===== config.mk =====
export PLATFORM = sky130hd
export DESIGN_NAME = battery_cycle_sequencer
export DESIGN_NICKNAME = d
export VERILOG_FILES = /design/src/sv/bcs_pkg.sv /design/src/sv/battery_cycle_sequencer.sv
export SDC_FILE = /design/constraint.sdc
export NUM_CORES = 1
export LEC_CHECK = 0
export ABC_AREA = 1
export BUFFER_PORTS_ARGS = -buffer_cell sky130_fd_sc_hd__buf_4
export CORE_UTILIZATION = 46
export CTS_CLUSTER_SIZE = 25
export DETAILED_ROUTE_END_ITERATION = 6
export GPL_TIMING_DRIVEN = 0
export PLACE_DENSITY = 0.75
export REMOVE_ABC_BUFFERS = 1
export SETUP_SLACK_MARGIN = 0.1
export SLEW_MARGIN = 10
export SYNTH_ARGS = -nofsm -noshare
export SYNTH_HDL_FRONTEND = slang
export SYNTH_SLANG_ARGS = --single-unit

===== constraint.sdc =====
create_clock -name aclk -period 5.45 [get_ports aclk]
set_input_delay 0.545 -clock aclk [delete_from_list [all_inputs] [get_ports aclk]]
set_output_delay 0.545 -clock aclk [all_outputs]
set_load 0.005 [all_outputs]

===== src/sv/bcs_pkg.sv =====
// Shared types, codes and reset values for the battery cycle sequencer.
// Used by battery_cycle_sequencer and bcs_checker; no dependencies of its own.
package bcs_pkg;

    // Field widths fixed by the interface
    localparam int CFG_W       = 26;
    localparam int CFG_IDX_W   = 3;
    localparam int NUM_CFG     = 6;
    localparam int MODE_W      = 3;
    localparam int CYC_PORT_W  = 8;
    localparam int LEVEL_W     = 2;

    // Parameter defaults
    localparam int TIMER_BITS_DEF = 26;
    localparam int CYCLE_BITS_DEF = 8;

    // Failed reads in a row that abort a process
    localparam logic [1:0] ERR_LIMIT = 2'd3;

    // Configuration register indexes
    localparam logic [CFG_IDX_W-1:0] CFG_PRE_CHARGE_WAIT   = 3'd0;
    localparam logic [CFG_IDX_W-1:0] CFG_DISCHARGE_WAIT    = 3'd1;
    localparam logic [CFG_IDX_W-1:0] CFG_CHARGE_WAIT       = 3'd2;
    localparam logic [CFG_IDX_W-1:0] CFG_DEMO_WAIT         = 3'd3;
    localparam logic [CFG_IDX_W-1:0] CFG_DEMO_PHASE_LENGTH = 3'd4;
    localparam logic [CFG_IDX_W-1:0] CFG_READ_INTERVAL     = 3'd5;

    localparam logic [CFG_W-1:0] CFG_RESET [NUM_CFG] = '{
        26'd1800000, 26'd18000000, 26'd3600000, 26'd5000, 26'd10000, 26'd1000
    };

    // Input mode codes
    localparam logic [MODE_W-1:0] MODE_TICK      = 3'd0;
    localparam logic [MODE_W-1:0] MODE_CHARGE    = 3'd1;
    localparam logic [MODE_W-1:0] MODE_DISCHARGE = 3'd2;
    localparam logic [MODE_W-1:0] MODE_CALIB     = 3'd3;
    localparam logic [MODE_W-1:0] MODE_DEMO      = 3'd4;
    localparam logic [MODE_W-1:0] MODE_STOP      = 3'd5;

    // Relay pair: bit 0 charge, bit 1 discharge
    localparam logic [1:0] RELAY_NONE = 2'b00;
    localparam logic [1:0] RELAY_CHG  = 2'b01;
    localparam logic [1:0] RELAY_DIS  = 2'b10;

    // Demo data levels
    localparam logic [LEVEL_W-1:0] LVL_DISCHARGING = 2'd0;
    localparam logic [LEVEL_W-1:0] LVL_CHARGING    = 2'd1;
    localparam logic [LEVEL_W-1:0] LVL_RESTING     = 2'd2;

    typedef enum logic [2:0] {
        PROC_IDLE      = 3'd0,
        PROC_CHARGE    = 3'd1,
        PROC_DISCHARGE = 3'd2,
        PROC_CALIB     = 3'd3,
        PROC_DEMO      = 3'd4
    } process_t;

    typedef enum logic [2:0] {
        PH_PRE_CHARGE   = 3'd0,
        PH_PRE_WAIT     = 3'd1,
        PH_START_DIS    = 3'd2,
        PH_DISCHARGING  = 3'd3,
        PH_DIS_WAIT     = 3'd4,
        PH_START_CHG    = 3'd5,
        PH_CHARGING     = 3'd6,
        PH_CHG_WAIT     = 3'd7
    } phase_t;

    typedef enum logic [2:0] {
        LED_OFF  = 3'd0,
        LED_CHG  = 3'd1,
        LED_DIS  = 3'd2,
        LED_DONE = 3'd3,
        LED_WAIT = 3'd4
    } led_t;

    typedef enum logic [2:0] {
        FIN_NONE     = 3'd0,
        FIN_COMPLETE = 3'd1,
        FIN_FAULT    = 3'd2,
        FIN_FET      = 3'd3,
        FIN_READ_ERR = 3'd4,
        FIN_STOP     = 3'd5
    } finish_t;

endpackage


===== src/sv/battery_cycle_sequencer.sv =====
// Battery charge/discharge/calibration sequencer, one state update per beat; uses bcs_pkg.
// Latency: a result beat is valid the cycle after its input beat is accepted.
// Throughput: one beat per cycle; s_ready drops only while a result is held.
// The whole update is one combinational pass from state and input into the
// state and result registers. Reset (aresetn, synchronous, active low): idle,
// relays and LED off, configuration back to its defaults, no result pending.
module battery_cycle_sequencer
    import bcs_pkg::*;
#(
    parameter int TIMER_BITS = TIMER_BITS_DEF,
    parameter int CYCLE_BITS = CYCLE_BITS_DEF
) (
    input  logic                  aclk,
    input  logic                  aresetn,
    // configuration writes
    input  logic                  cfg_valid,
    output logic                  cfg_ready,
    input  logic [CFG_IDX_W-1:0]  cfg_index,
    input  logic [CFG_W-1:0]      cfg_data,
    // input beats
    input  logic                  s_valid,
    output logic                  s_ready,
    input  logic [MODE_W-1:0]     s_mode,
    input  logic [CYC_PORT_W-1:0] s_cycles,
    input  logic                  s_read_ok,
    input  logic                  s_full_charge,
    input  logic                  s_full_discharge,
    input  logic                  s_charge_blocked,
    input  logic                  s_discharge_blocked,
    input  logic                  s_battery_fault,
    // result beats
    output logic                  m_valid,
    input  logic                  m_ready,
    output logic                  m_charge_relay,
    output logic                  m_discharge_relay,
    output logic [2:0]            m_led_pattern,
    output logic                  m_busy_res,
    output logic [2:0]            m_process_now,
    output logic [2:0]            m_phase_now,
    output logic [CYC_PORT_W-1:0] m_cycle_now,
    output logic                  m_read_due,
    output logic [LEVEL_W-1:0]    m_demo_level,
    output logic [2:0]            m_finish_reason
);

    // Compare width wide enough for both timers and config values
    localparam int CMP_W = (TIMER_BITS > CFG_W) ? TIMER_BITS : CFG_W;

    // Configuration registers
    logic [CFG_W-1:0] cfg_reg [NUM_CFG];

    // Sequencer state
    process_t              process_reg, process_next;
    phase_t                phase_reg, phase_next;
    logic [TIMER_BITS-1:0] step_reg, step_next;
    logic [TIMER_BITS-1:0] read_reg, read_next;
    logic                  pend_reg, pend_next;
    logic [1:0]            err_reg, err_next;
    logic [CYCLE_BITS-1:0] cnt_reg, cnt_next;
    logic [CYCLE_BITS-1:0] tgt_reg, tgt_next;
    logic [1:0]            relay_reg, relay_next;
    led_t                  led_reg, led_next;

    // Per-beat side results
    logic                  rdue;
    logic [LEVEL_W-1:0]    lvl;
    finish_t               reason;

    // Result register
    logic                  m_valid_reg;
    logic [1:0]            res_relay_reg;
    led_t                  res_led_reg;
    process_t              res_proc_reg;
    phase_t                res_phase_reg;
    logic [CYC_PORT_W-1:0] res_cyc_reg;
    logic                  res_rdue_reg;
    logic [LEVEL_W-1:0]    res_lvl_reg;
    finish_t               res_reason_reg;

    // Helper terms for a tick
    logic                  accept;
    logic                  is_demo;
    logic [TIMER_BITS-1:0] step_bump;
    logic [TIMER_BITS-1:0] read_bump;
    logic                  read_hit;
    logic                  phase_len_hit;
    logic [CFG_W-1:0]      wait_lim;
    logic                  wait_done;
    logic [1:0]            err_inc;
    logic                  stop_charge;
    logic                  stop_dis;
    finish_t               chg_reason;
    finish_t               dis_reason;

    assign cfg_ready = 1'b1;
    assign s_ready   = !m_valid_reg || m_ready;
    assign accept    = s_valid && s_ready;

    // Configuration writes; indexes past the list are dropped
    always_ff @(posedge aclk) begin
        if (!aresetn) begin
            for (int i = 0; i < NUM_CFG; i++) begin
                cfg_reg[i] <= CFG_RESET[i];
            end
        end else if (cfg_valid && cfg_ready && (32'(cfg_index) < NUM_CFG)) begin
            cfg_reg[cfg_index] <= cfg_data;
        end
    end

    // Saturating timers, read pacing, wait and phase-length compares
    always_comb begin
        is_demo   = (process_reg == PROC_DEMO);
        step_bump = (step_reg == '1) ? step_reg : step_reg + 1'b1;
        read_bump = (read_reg == '1) ? read_reg : read_reg + 1'b1;
        read_hit  = pend_reg ||
                    (CMP_W'(read_bump) >= CMP_W'(cfg_reg[CFG_READ_INTERVAL]));
        phase_len_hit = is_demo &&
                    (CMP_W'(step_bump) > CMP_W'(cfg_reg[CFG_DEMO_PHASE_LENGTH]));
        if (is_demo) begin
            wait_lim = cfg_reg[CFG_DEMO_WAIT];
        end else if (phase_reg == PH_PRE_WAIT) begin
            wait_lim = cfg_reg[CFG_PRE_CHARGE_WAIT];
        end else if (phase_reg == PH_DIS_WAIT) begin
            wait_lim = cfg_reg[CFG_DISCHARGE_WAIT];
        end else begin
            wait_lim = cfg_reg[CFG_CHARGE_WAIT];
        end
        wait_done = CMP_W'(step_bump) > CMP_W'(wait_lim);
        err_inc   = (err_reg < ERR_LIMIT) ? err_reg + 2'd1 : err_reg;
        // simple charge / discharge end conditions, fault first
        stop_charge = s_full_charge || s_charge_blocked || s_battery_fault;
        stop_dis    = s_full_discharge || s_discharge_blocked || s_battery_fault;
        chg_reason  = s_battery_fault ? FIN_FAULT :
                      (s_charge_blocked ? FIN_FET : FIN_COMPLETE);
        dis_reason  = s_battery_fault ? FIN_FAULT :
                      (s_discharge_blocked ? FIN_FET : FIN_COMPLETE);
    end

    // Next state for one input beat
    always_comb begin
        process_next = process_reg;
        phase_next   = phase_reg;
        step_next    = step_reg;
        read_next    = read_reg;
        pend_next    = pend_reg;
        err_next     = err_reg;
        cnt_next     = cnt_reg;
        tgt_next     = tgt_reg;
        relay_next   = relay_reg;
        led_next     = led_reg;
        rdue         = 1'b0;
        lvl          = LVL_DISCHARGING;
        reason       = FIN_NONE;

        unique case (s_mode)
            MODE_CHARGE, MODE_DISCHARGE, MODE_CALIB, MODE_DEMO: begin
                err_next  = '0;
                step_next = '0;
                read_next = '0;
                pend_next = 1'b1;
                if (s_mode == MODE_CHARGE) begin
                    process_next = PROC_CHARGE;
                    relay_next   = RELAY_CHG;
                    led_next     = LED_CHG;
                end else if (s_mode == MODE_DISCHARGE) begin
                    process_next = PROC_DISCHARGE;
                    relay_next   = RELAY_DIS;
                    led_next     = LED_DIS;
                end else begin
                    // relays and LED hold until the first tick
                    process_next = (s_mode == MODE_CALIB) ? PROC_CALIB : PROC_DEMO;
                    tgt_next     = CYCLE_BITS'(s_cycles);
                    cnt_next     = CYCLE_BITS'(1);
                    phase_next   = PH_PRE_CHARGE;
                end
            end
            MODE_STOP: begin
                reason       = (process_reg != PROC_IDLE) ? FIN_STOP : FIN_NONE;
                process_next = PROC_IDLE;
                relay_next   = RELAY_NONE;
                led_next     = LED_OFF;
                err_next     = '0;
            end
            MODE_TICK: begin
                if (process_reg != PROC_IDLE) begin
                    step_next = step_bump;
                    read_next = read_bump;
                    // battery read or demo data generation
                    if (read_hit) begin
                        pend_next = 1'b0;
                        read_next = '0;
                        rdue      = 1'b1;
                        if (is_demo) begin
                            if (phase_reg == PH_CHARGING || phase_reg == PH_PRE_CHARGE) begin
                                lvl = LVL_CHARGING;
                            end else if (phase_reg != PH_DISCHARGING) begin
                                lvl = LVL_RESTING;
                            end
                        end else if (!s_read_ok) begin
                            err_next = err_inc;
                        end else begin
                            err_next = '0;
                        end
                    end

                    if (read_hit && !is_demo && !s_read_ok && err_inc >= ERR_LIMIT) begin
                        // abort: the rest of the tick is skipped
                        process_next = PROC_IDLE;
                        relay_next   = RELAY_NONE;
                        led_next     = LED_OFF;
                        err_next     = '0;
                        reason       = FIN_READ_ERR;
                    end else if (process_reg == PROC_CHARGE) begin
                        if (stop_charge) begin
                            reason       = chg_reason;
                            process_next = PROC_IDLE;
                            relay_next   = RELAY_NONE;
                            led_next     = LED_OFF;
                            err_next     = '0;
                        end
                    end else if (process_reg == PROC_DISCHARGE) begin
                        if (stop_dis) begin
                            reason       = dis_reason;
                            process_next = PROC_IDLE;
                            relay_next   = RELAY_NONE;
                            led_next     = LED_OFF;
                            err_next     = '0;
                        end
                    end else begin
                        // calibration / demo step sequence
                        unique case (phase_reg)
                            PH_PRE_CHARGE, PH_CHARGING: begin
                                if (phase_reg == PH_PRE_CHARGE) begin
                                    relay_next = RELAY_CHG;
                                    led_next   = LED_CHG;
                                end
                                if (phase_len_hit || stop_charge) begin
                                    led_next   = LED_DONE;
                                    step_next  = '0;
                                    phase_next = (phase_reg == PH_PRE_CHARGE) ?
                                                 PH_PRE_WAIT : PH_CHG_WAIT;
                                end
                            end
                            PH_PRE_WAIT: begin
                                if (wait_done) phase_next = PH_START_DIS;
                            end
                            PH_START_DIS: begin
                                relay_next = RELAY_DIS;
                                led_next   = LED_DIS;
                                step_next  = '0;
                                phase_next = PH_DISCHARGING;
                            end
                            PH_DISCHARGING: begin
                                if (phase_len_hit || stop_dis) begin
                                    relay_next = RELAY_NONE;
                                    led_next   = LED_WAIT;
                                    step_next  = '0;
                                    phase_next = PH_DIS_WAIT;
                                end
                            end
                            PH_DIS_WAIT: begin
                                if (wait_done) phase_next = PH_START_CHG;
                            end
                            PH_START_CHG: begin
                                relay_next = RELAY_CHG;
                                led_next   = LED_CHG;
                                step_next  = '0;
                                phase_next = PH_CHARGING;
                            end
                            PH_CHG_WAIT: begin
                                if (wait_done) begin
                                    if (cnt_reg < tgt_reg) begin
                                        cnt_next   = cnt_reg + 1'b1;
                                        phase_next = PH_START_DIS;
                                    end else begin
                                        process_next = PROC_IDLE;
                                        relay_next   = RELAY_NONE;
                                        led_next     = LED_OFF;
                                        err_next     = '0;
                                        reason       = FIN_COMPLETE;
                                    end
                                end
                            end
                        endcase
                    end
                end
            end
            default: begin
                // unknown mode: status only
            end
        endcase
    end

    // State registers
    always_ff @(posedge aclk) begin
        if (!aresetn) begin
            process_reg <= PROC_IDLE;
            phase_reg   <= PH_PRE_CHARGE;
            step_reg    <= '0;
            read_reg    <= '0;
            pend_reg    <= 1'b0;
            err_reg     <= '0;
            cnt_reg     <= '0;
            tgt_reg     <= '0;
            relay_reg   <= RELAY_NONE;
            led_reg     <= LED_OFF;
        end else if (accept) begin
            process_reg <= process_next;
            phase_reg   <= phase_next;
            step_reg    <= step_next;
            read_reg    <= read_next;
            pend_reg    <= pend_next;
            err_reg     <= err_next;
            cnt_reg     <= cnt_next;
            tgt_reg     <= tgt_next;
            relay_reg   <= relay_next;
            led_reg     <= led_next;
        end
    end

    // Result valid
    always_ff @(posedge aclk) begin
        if (!aresetn) begin
            m_valid_reg <= 1'b0;
        end else if (accept) begin
            m_valid_reg <= 1'b1;
        end else if (m_ready) begin
            m_valid_reg <= 1'b0;
        end
    end

    // Result payload
    always_ff @(posedge aclk) begin
        if (accept) begin
            res_relay_reg  <= relay_next;
            res_led_reg    <= led_next;
            res_proc_reg   <= process_next;
            res_phase_reg  <= phase_next;
            res_cyc_reg    <= CYC_PORT_W'(cnt_next);
            res_rdue_reg   <= rdue;
            res_lvl_reg    <= lvl;
            res_reason_reg <= reason;
        end
    end

    // Output ports
    always_comb begin
        m_valid           = m_valid_reg;
        m_charge_relay    = res_relay_reg[0];
        m_discharge_relay = res_relay_reg[1];
        m_led_pattern     = res_led_reg;
        m_busy_res        = (res_proc_reg != PROC_IDLE);
        m_process_now     = res_proc_reg;
        m_phase_now       = res_phase_reg;
        m_cycle_now       = res_cyc_reg;
        m_read_due        = res_rdue_reg;
        m_demo_level      = res_lvl_reg;
        m_finish_reason   = res_reason_reg;
    end

endmodule


Yosys cells after proc, flatten, opt, wreduce, memory -nomap -nowiden

Memories as Yosys holds them, arrays and structs flattened.
Index checks and enable logic that the tools add are counted.

Register bits: 108
RAM bits: 156
Input port bits: 51
Output and inout port bits: 29
Memories: 1

Add/subtract/negate cells: 4
Magnitude comparators: 7
Equality and inequality tests: 20
Mux-type cells: 127
Bitwise gates (word level): 6
Reduce and logical (&&, ||, !) cells: 37

Memories:

| name    | depth | bits a word | read ports | clocked after memory_dff | write ports | RTL line                      | source |
|---|---|---|---|---|---|---|---|
| cfg_reg | 6     | 26          | 6          | 0                        | 6           | battery_cycle_sequencer.sv:50 | `logic [CFG_W-1:0] cfg_reg [NUM_CFG];` |

Operators by type and width:

| kind                    | number |
|---|---|
| $mux W26                | 14 |
| $mux W3                 | 44 |
| $pmux W26 S2            | 2 |
| $pmux W26 S3            | 1 |
| $mux W8                 | 9 |
| $mux W2                 | 32 |
| $add A26 B1 Y26 const B | 2 |
| $eq A26 B26 Y1 const B  | 2 |
| $gt A26 B26 Y1          | 2 |
| $ge A26 B26 Y1          | 1 |
| $reduce_or A26 Y1       | 1 |
| $eq A3 B3 Y1 const B    | 7 |
| $pmux W3 S7             | 1 |
| $pmux W3 S3             | 2 |
| $pmux W8 S2             | 1 |
| $eq A3 B2 Y1 const B    | 5 |
| $pmux W3 S5             | 1 |
| $mux W1                 | 14 |
| $pmux W3 S2             | 2 |
| $reduce_and A4 Y1       | 3 |
| $pmux W2 S5             | 1 |
| $reduce_or A5 Y1        | 2 |
| $eq A3 B1 Y1 const B    | 3 |
| $logic_or A1 B1 Y1      | 9 |
| 21 further kinds        | 40 |

Depth between registers and ports, before layout

Gate-level depths: netlist of run 1.

Depth after elaboration: 13
Depth in mapped cells: 37

Worst setup path after synthesis of run 1

OpenSTA, ideal clock, no wires.

Path kind: reg2reg
Start point: reg read_reg[0]
End point: reg cnt_reg[0]
Arrival time: 3982 ps
Path slack: 1352 ps
Stages on the path, launching flop included: 35
Buffers on the path: 0
Cells stage by stage: dfxtp_1 -> ha_1 -> nand2_1 -> inv_1 -> nand4_1 -> nor2_1 -> nand2_1 -> nor3_2 -> nand2_1 -> nor2_1 -> nand2_1 -> nand2_1 -> nor3_2 -> nand3_1 -> nor3_2 -> nand2_1 -> nor2_1 -> xor2_1 -> ha_1 -> inv_1 -> nor3_2 -> inv_1 -> nor4_2 -> and3_1 -> a21oi_1 -> nand3_1 -> nand4_2 -> nand2_1 -> inv_1 -> nand2_1 -> a21oi_1 -> o21ai_0 -> nand2_1 -> o21ai_0 -> inv_1

Cells in the longest elaborated chain, start to end: 10
Elaborated cells between the ends (all ways): 11
Classes of those cells: add/sub: 1; order compare: 1; eq/ne: 1; mux: 4; reduce/logical: 4

RTL lines:

| what                                              | RTL line                       | source |
|---|---|---|
| start: declaration                                | battery_cycle_sequencer.sv:56  | `logic [TIMER_BITS-1:0] read_reg, read_next;` |
| start signal: assignment                          | battery_cycle_sequencer.sv:311 | `read_reg <= read_next;` |
| $add A26 B1 Y26 or $eq A26 B26 Y1 (tied branches) | battery_cycle_sequencer.sv:114 | `read_bump = (read_reg == '1) ? read_reg : read_reg + 1'b1;` |
| $mux W26 *                                        | battery_cycle_sequencer.sv:114 |  |
| $ge A26 B26 Y1 *                                  | battery_cycle_sequencer.sv:116 | `(CMP_W'(read_bump) >= CMP_W'(cfg_reg[CFG_READ_INTERVAL]));` |
| $logic_or A1 B1 Y1 *                              | battery_cycle_sequencer.sv:115 | `read_hit = pend_reg \|\|` |
| $logic_and A1 B1 Y1 * (3 in series)               | battery_cycle_sequencer.sv:206 | `if (read_hit && !is_demo && !s_read_ok && err_inc >= ERR_LIMIT) begin` |
| $mux W8 *                                         | battery_cycle_sequencer.sv:206 |  |
| $mux W8 *                                         | battery_cycle_sequencer.sv:185 | `if (process_reg != PROC_IDLE) begin` |
| $pmux W8 S2 *                                     | battery_cycle_sequencer.sv:155 | `unique case (s_mode)` |
| named net cnt_next[0]                             | battery_cycle_sequencer.sv:59  | `logic [CYCLE_BITS-1:0] cnt_reg, cnt_next;` |
| end signal: assignment                            | battery_cycle_sequencer.sv:314 | `cnt_reg <= cnt_next;` |
| end: declaration                                  | battery_cycle_sequencer.sv:59  |  |

Mark *: on every way through the listed nets, which the timed path passes. The rest lies on a longest branch.
A chain may end at the register's enable or synchronous reset.

Worst setup path after layout of run 1

Start point: reg read_reg[1]
End point: reg cnt_reg[1]

Same word-level chain as after synthesis.

==> results.md, run 1 <==
| Parameter | Value |
| --- | --- |
| Run status | completed |
| Proportion of layout cells with a drive suffix above 1 | 12.2% |
| Pint | 3.63 mW |
| Leakage component of the power | 7.02 nW |
| Die Height | 182 um |
| Synthesized area divided by synthesized cell count | 8.36 um^2 |
| Count of TritonRoute iterations in the first routing pass | 6 |
| Part of the Yosys area used for sequential elements | 47.8% |
| Fraction of power consumed by sequential logic | 47.5% |
| Worst-case headroom to the max-slew limit | 14.0% |
| Sort of element at the end of the critical path | flop |
| Nature of the critical path startpoint | flop |
| Final Cycle Share | 90.3% |
| Endpoint with the worst hold slack | tgt_reg[0]$_SDFFE_PN0P_ |
| RePlAce Congestion | 0.914 |
| Number of global-route vias before repair | 11,970 |
| Wire per inst | 16.8 um |
| Final count of negative-setup-slack endpoints | 0 |
| Number of routed nets with antenna violations | 0 |
| Switching share of power | 25.5% |
| Post-synthesis cell type with the largest combined area | sky130_fd_sc_hd__edfxtp_1 |
| Maxcap violations | 0 |
| Hold_sp | s_cycles[0] |
| Area occupied by multi-input gates | 6680 um^2 |
| Worst endpoint data arrival time | 5.37 ns |
| Setup repair after global routing missed its margin | true |
| Final-report max-slew violation count | 0 |
| Crit Reg-Reg Startpoint | read_reg[1]$_SDFFE_PN0P_ |
| Switching power | 1.24 mW |
| Worst-path cell with the longest stage delay | sky130_fd_sc_hd__dfxtp_1 |
| Measured slew at the worst slew-check pin | 1.29 ns |
| Width of the die | 182 um |
| Total core area | 31,600 um^2 |
| Clock tree root buffer cell | sky130_fd_sc_hd__clkbuf_16 |
| DIE AREA | 33,000 um^2 |
| Detailed placement HPWL | 27,100 um |
| Delay contributed by the slowest stage of the critical path | 0.37 ns |
| Wire length of the first global-routing pass | 60,700 um |
| Worst reg-to-reg setup slack | 0.53 ns |
| Worst hold margin | 0.213 ns |
| Initial antenna violation count | 0 |
| EDFF count, synth | 181 |
| # diodes | 0 |
| PD cells | 289 nW/um^2 |
| Final period demand of the worst path | 4.92 ns |
| R2R Path End | cnt_reg[1]$_SDFFE_PN0P_ |
| CTS clock-pin slew for the worst setup and hold paths | 0.06 ns |
| Largest net degree at the start of global routing | 47 |
| Commonest cells post-synth | sky130_fd_sc_hd__nand2_1, sky130_fd_sc_hd__nor2_1, sky130_fd_sc_hd__inv_1, sky130_fd_sc_hd__edfxtp_1, sky130_fd_sc_hd__a21oi_1 |
| Initial core utilization | 46.9% |
| Largest register FFs | 156 |
| Final Core Density | 53.3% |
| Highest net fanout along the worst path | 7 |
| Number of flip-flops and latches in the synthesized netlist | 264 |
| Top_reg_cell synth | sky130_fd_sc_hd__edfxtp_1 |
| Area of the mapped netlist | 14,800 um^2 |
| Dominant cell by count in the synthesized netlist | sky130_fd_sc_hd__nand2_1 |
| Highest clock frequency the design can meet | 0.203 GHz |
| Clock Sinks | 264 |
| Path type of the worst setup path | reg2reg |
| Number of warnings printed during yosys synthesis | 0 |
| Post-route DRC | 0 |
| Hold Path Cell Cnt | 3 |
| Final layout net count | 1,978 |
| Residual overflow from global routing | 0 |
| Count of endpoints failing hold in the final timing report | 0 |
| # port buffers | 78 |
| Clock tree from TritonCTS | done |
| Wirelength, routed | 38,000 um |
| Number of cell instances on the worst register-to-register path | 34 |
| Share of power burned in the clock network | 40.5% |
| Deepest level of the CTS H-tree | 1 |
| Footprint of the flip-flops and latches | 7100 um^2 |
| Worst IR drop on VDD | 231 uV |
| CTS Hold Bufs | 0 |
| Number of DRC markers in iteration 0 | 1,316 |
| Combinational fraction of design power | 12.0% |
| Number of ports placed on the die boundary | 80 |
| Data required, critical path | 5.90 ns |
| Most frequent cell on the critical path | sky130_fd_sc_hd__nand2_1 |
| Worst clock skew | 0.0213 ns |
| Area contributors post-synth | sky130_fd_sc_hd__edfxtp_1, sky130_fd_sc_hd__dfxtp_1, sky130_fd_sc_hd__nand2_1, sky130_fd_sc_hd__ha_1, sky130_fd_sc_hd__nor2_1 |
| Clock insertion delay at the later pin of the skew report | 0.56 ns |
| Worst hold path class | in2reg |
| GRT Util Overall | 23.2% |
| Site row count | 65 |
| Number of distinct library cell variants in the gate-level netlist after synthesis | 57 |
| Number of filler instances in the final layout | 2,782 |
| Portion of synthesized cell area occupied by the leading cell type | 36.6% |
| Proportion of register bits with asynchronous set or reset after synthesis | 0% |
| Total clock buffers created by CTS | 29 |
| Cells after Synth | 1,775 |
| Maximum number of buffers from clock root to sink | 3 |
| Detailed-route vias per instance | 5.51 |
| Via total after detailed routing | 12,479 |
| Area added between synthesis and finish | 13.6% |
## layout make-up
type | count | area share [%]
clock buffers | 34 | 4.48
clock inverters | 19 | 1.17
inverters | 238 | 5.37
multi-input cells | 1217 | 39.7
flip-flops and latches | 264 | 42.1
well taps | 402 | 2.98
repair buffers | 89 | 4.18
repair inverters | 1 | 0.0445
## stage by stage
step	TNS [ns]	total power, mW	instance area (um^2)	instances	worst slack, ns
2_1_floorplan	0	2.70	14600	1719	0.919
3_3_place_gp	-55.47	2.89	15700	2199	-1.51
3_5_place_dp	-6.47	2.92	15800	2205	-0.322
4_1_cts	0	4.88	16700	2258	0.180
5_1_grt	0	5.05	16900	2264	0.0453
6_report	0	4.87	16900	2264	0.531
## power by group through the flow
stage               Sequential (mW)  Clock (mW)  Combinational, mW
floorplan                      2.34           0              0.359
global placement               2.35           0              0.542
detailed placement             2.35           0              0.569
CTS                            2.31        1.99              0.574
global route                   2.32        2.07              0.656
finish                         2.31        1.97              0.585
## worst max path at each step
stage	startpoint	endpoint	slack, ns	cells after the start
after detailed placement	phase_reg[0]$_SDFFE_PN0P_	cnt_reg[0]$_SDFFE_PN0P_	-0.32	17
final	read_reg[1]$_SDFFE_PN0P_	cnt_reg[1]$_SDFFE_PN0P_	0.53	34
after floorplan	phase_reg[2]$_SDFFE_PN0P_	m_led_pattern[0]$_DFFE_PP_	0.92	28
after global routing	read_reg[1]$_SDFFE_PN0P_	cnt_reg[0]$_SDFFE_PN0P_	0.05	34
after CTS	read_reg[0]$_SDFFE_PN0P_	process_reg[0]$_SDFFE_PN0P_	0.18	35
after global placement	phase_reg[2]$_SDFFE_PN0P_	cnt_reg[1]$_SDFFE_PN0P_	-1.51	20
## layout by cell type (no fill, tap or decap), types with 3 or more instances in the layout
cell type	instances
sky130_fd_sc_hd__clkinv_1	6
sky130_fd_sc_hd__nand2_2	31
sky130_fd_sc_hd__nand4_1	30
sky130_fd_sc_hd__buf_4	85
sky130_fd_sc_hd__edfxtp_1	181
sky130_fd_sc_hd__a21oi_1	134
sky130_fd_sc_hd__clkbuf_1	4
sky130_fd_sc_hd__o21ai_1	10
sky130_fd_sc_hd__inv_4	3
sky130_fd_sc_hd__ha_1	87
sky130_fd_sc_hd__a22oi_1	8
sky130_fd_sc_hd__nand3_2	6
sky130_fd_sc_hd__dfxtp_1	82
sky130_fd_sc_hd__o211ai_1	4
sky130_fd_sc_hd__nand2_4	3
sky130_fd_sc_hd__nor2_1	249
sky130_fd_sc_hd__bufinv_16	4
sky130_fd_sc_hd__nor4_1	12
sky130_fd_sc_hd__nor3_1	22
sky130_fd_sc_hd__nor3_4	3
sky130_fd_sc_hd__inv_1	231
sky130_fd_sc_hd__nand3_1	39
sky130_fd_sc_hd__nand2_1	371
sky130_fd_sc_hd__o311ai_0	7
sky130_fd_sc_hd__nor2_2	6
sky130_fd_sc_hd__a21oi_2	22
sky130_fd_sc_hd__xor2_1	23
sky130_fd_sc_hd__xnor2_1	15
sky130_fd_sc_hd__o21a_1	4
sky130_fd_sc_hd__clkbuf_16	29
sky130_fd_sc_hd__clkinv_2	9
sky130_fd_sc_hd__a211oi_1	5
sky130_fd_sc_hd__nor2_4	3
sky130_fd_sc_hd__a311oi_1	20
sky130_fd_sc_hd__nor3_2	4
sky130_fd_sc_hd__o21ai_0	73
## layer usage
layer	vias up	GRT usage, %	wire, um
met5	-	0	0
met3	97	3.29	2950
met2	527	38.7	17800
met1	5793	30.3	15700
met4	0	9.22	1540
li1	6062	-	-
## worst max-delay path: cells and delay by family, from the launching register on
family                     cells  cell delay, ns
AOI/OAI and AO/OA              4            0.42
xor gates and xnor gates       1            0.16
adders and majority gates      2            0.52
buffers and inverters          5            0.41
DFF                            1            0.37
and+or+nand+nor               22            2.92
## cell families after synthesis
logic type / after synthesis / synth area share [%]
AND/OR/NAND/NOR: 789 / 22.8
AO/OA/AOI/OAI: 300 / 11.9
buffers and inverters: 294 / 7.71
flip-flops: 264 / 47.8
adder cells (fa/ha/maj): 87 / 7.34
XOR/XNOR: 38 / 2.24
multiplexers: 2 / 0.143
other: 1 / 0.0253
## repair_timing
| item | in CTS | in global routing |
|---|---|---|
| pin swaps | 0 | 2 |
| setup endpoints to repair | 40 | 74 |
| resized for setup | 3 | 17 |
| cloned | 0 | 1 |
| setup buffers | 0 | 5 |
| hold endpoints to repair | 0 | 0 |
Power figures use the tool's default switching activity.
==> run 2: changes to the inputs <==
- CORE_MARGIN: unset -> 4
==> run 2 against run 1 <==
Against the previous run: worst hold slack better by 0.024 ns; clock power down 3%; clock skew up 0.0014 ns; non-clock buffer count unchanged; critical path depth down 11; sequential power about the same; via count down 0.52%; core utilization down 0.24 points; global-route usage down 2.2 points; count of clock-buffer cells in the layout up 3; highest routed layer unchanged.
==> results.md, run 2 (same netlist as run 1, synthesis figures left out) <==
| Parameter | Value | vs previous |
| --- | --- | --- |
| Run status | completed | unchanged |
| Total core area | 31,700 um^2 | was 31,600 um^2 |
| Leakage component of the power | 6.99 nW | was 7.02 nW |
| Final count of negative-setup-slack endpoints | 0 | unchanged |
| GRT Util Overall | 21.0% | was 23.2% |
| DIE AREA | 35,200 um^2 | was 33,000 um^2 |
| RePlAce Congestion | 0.900 | was 0.914 |
| Detailed-route vias per instance | 5.49 | was 5.51 |
| Number of global-route vias before repair | 11,973 | was 11,970 |
| Worst slack at placement | -0.455 ns | was -0.322 ns |
| Final-report max-slew violation count | 0 | unchanged |
| Worst IR drop on VDD | 212 uV | was 231 uV |
| Final period demand of the worst path | 4.90 ns | was 4.92 ns |
| Placement-stage cell area | 15,800 um^2 | about the same |
| Count of TritonRoute iterations in the first routing pass | 5 | was 6 |
| Maxcap violations | 0 | unchanged |
| Detailed placement HPWL | 27,600 um | was 27,100 um |
| Largest register FFs | 156 | unchanged |
| Post-route DRC | 0 | unchanged |
| Data required, critical path | 5.74 ns | was 5.90 ns |
| Highest net fanout along the worst path | 43 | was 7 |
| Nature of the critical path startpoint | flop | unchanged |
| Largest net degree at the start of global routing | 47 | unchanged |
| # diodes | 0 | unchanged |
| Clock insertion delay at the later pin of the skew report | 0.55 ns | was 0.56 ns |
| Worst-case headroom to the max-slew limit | 17.2% | was 14.0% |
| Final Core Density | 53.0% | was 53.3% |
| Worst endpoint data arrival time | 5.19 ns | was 5.37 ns |
| Proportion of layout cells with a drive suffix above 1 | 11.9% | was 12.2% |
| Final layout net count | 1,977 | was 1,978 |
| Site row count | 65 | unchanged |
| Clock tree from TritonCTS | done | unchanged |
| Most frequent cell on the critical path | sky130_fd_sc_hd__nand2_1 | unchanged |
| Highest clock frequency the design can meet | 0.204 GHz | was 0.203 GHz |
| Maximum number of buffers from clock root to sink | 3 | unchanged |
| Via total after detailed routing | 12,414 | was 12,479 |
| Wirelength, routed | 38,100 um | was 38,000 um |
| Delay contributed by the slowest stage of the critical path | 0.72 ns | was 0.37 ns |
| Top library cells by usage in the layout, fill and taps aside | sky130_fd_sc_hd__nand2_1, sky130_fd_sc_hd__nor2_1, sky130_fd_sc_hd__inv_1, sky130_fd_sc_hd__edfxtp_1, sky130_fd_sc_hd__a21oi_1 | unchanged |
| Die Height | 188 um | was 182 um |
| Total clock buffers created by CTS | 29 | unchanged |
| Path type of the worst setup path | reg2reg | unchanged |
| # port buffers | 78 | unchanged |
| Clock tree root buffer cell | sky130_fd_sc_hd__clkbuf_16 | unchanged |
| Clock Sinks | 264 | unchanged |
| Area added between synthesis and finish | 13.4% | was 13.6% |
| Number of ports placed on the die boundary | 80 | unchanged |
| Number of cell instances on the worst register-to-register path | 23 | was 34 |
| Worst-path cell with the longest stage delay | sky130_fd_sc_hd__clkinv_2 | was sky130_fd_sc_hd__dfxtp_1 |
| Number of routed nets with antenna violations | 0 | unchanged |
| Summed area of non-filler cells in the final layout | 16,800 um^2 | was 16,900 um^2 |
| Worst hold margin | 0.237 ns | was 0.213 ns |
| PD cells | 286 nW/um^2 | was 289 nW/um^2 |
| Critical path depth | 23 | was 34 |
| Worst Setup Slack, final | 0.549 ns | was 0.531 ns |
| Number of DRC markers in iteration 0 | 1,077 | was 1,316 |
| Final setup TNS | 0 ns | unchanged |
| Buffers plus inverters on the worst setup path | 3 | was 5 |
| Setup repair after global routing missed its margin | false | was true |
| Worst hold path class | in2reg | unchanged |
| CTS clock-pin slew for the worst setup and hold paths | 0.06 ns | about the same |
| Count of endpoints failing hold in the final timing report | 0 | unchanged |
| Width of the die | 188 um | was 182 um |
| Initial antenna violation count | 0 | unchanged |
| CTS Hold Bufs | 0 | unchanged |
| Initial core utilization | 46.8% | was 46.9% |
| Residual overflow from global routing | 0 | unchanged |
| Final Cycle Share | 89.9% | was 90.3% |
| Deepest level of the CTS H-tree | 1 | unchanged |
| Most common library cell in the layout ignoring fill and taps | sky130_fd_sc_hd__nand2_1 | unchanged |
| Wire length of the first global-routing pass | 60,800 um | was 60,700 um |
| Crit-path leading delay family | simple AND/OR/NAND/NOR gates | unchanged |
| Sort of element at the end of the critical path | flop | unchanged |
| Measured slew at the worst slew-check pin | 1.24 ns | was 1.29 ns |
| Wire per inst | 16.8 um | about the same |
| Hold Path Cell Cnt | 3 | unchanged |
| Worst path cell trace | nor2_1, nand2_1, clkinv_2, a311oi_1, a21oi_1, ha_1, nand2_1, o41ai_1, nand3_1, nand3_1, nand2_1, inv_1, nand2_1, nand2_1, nand2_2, nand2_1, nand2_1, nand2_1, nand2_1, nand2_1, nand2_1, nand2_1, inv_1 |  |
| Worst clock skew | 0.0226 ns | was 0.0213 ns |
[run 2: changes by cell type in the layout (fill, tap and decap cells not counted), moves of 2 or more]
| cell | change |
|---|---|
| sky130_fd_sc_hd__clkbuf_1 | +4 |
| sky130_fd_sc_hd__clkinvlp_4 | +2 |
| sky130_fd_sc_hd__clkinv_1 | -2 |
| sky130_fd_sc_hd__clkinv_2 | -5 |
[run 2: layout make-up]
type | instances | area (um^2)
repair buffers | 89 | 708
well taps | 402 | 503
fillers | 2875 | 14900
flip-flops and latches | 264 | 7100
clock buffers | 37 | 756
clock inverters | 14 | 155
inverters | 238 | 907
multi-input cells | 1217 | 6700
[run 2: worst min-delay path: stages]
cell and delay, ns:
sky130_fd_sc_hd__buf_4 0.08, sky130_fd_sc_hd__nor2_1 0.04, sky130_fd_sc_hd__nor2_1 0.08
[run 2: layer usage]
layer / up-vias / global-route usage (%) / share of wire, %
li1: 6053 / - / -
met1: 5872 / 27.7 / 42
met2: 398 / 35.2 / 47
met3: 91 / 3.29 / 6.9
met4: 0 / 7.43 / 3.9
met5: - / 0 / 0
[run 2: worst paths after layout]
check | from | end | slack, ns
setup / recovery | process_reg[0]$_SDFFE_PN0P_ | m_led_pattern[1]$_DFFE_PP_ | 0.55
hold reg to reg | tgt_reg[7]$_SDFFE_PN0P_ | tgt_reg[7]$_SDFFE_PN0P_ | 0.46
hold / removal | s_cycles[0] | tgt_reg[0]$_SDFFE_PN0P_ | 0.24
setup reg to reg | process_reg[0]$_SDFFE_PN0P_ | m_led_pattern[1]$_DFFE_PP_ | 0.55
[run 2: repair_timing]
| action | in CTS | in global routing |
|---|---|---|
| cloned | 0 | 0 |
| setup endpoints to repair | 41 | 82 |
| pin swaps | 0 | 2 |
| buffers inserted | 0 | 5 |
| resized for setup | 5 | 19 |
[run 2: metrics by stage]
stage / instances / power, mW
2_1_floorplan: 1719 / 2.70
3_3_place_gp: 2199 / 2.89
3_5_place_dp: 2205 / 2.92
4_1_cts: 2256 / 4.83
5_1_grt: 2261 / 5.00
6_report: 2261 / 4.81
[run 2: report_power, final]
| group | switching, mW | internal, mW |
|---|---|---|
| Combinational | 0.396 | 0.188 |
| Clock | 0.796 | 1.12 |
| Sequential | 0.0445 | 2.27 |
| Total | 1.24 | 3.57 |
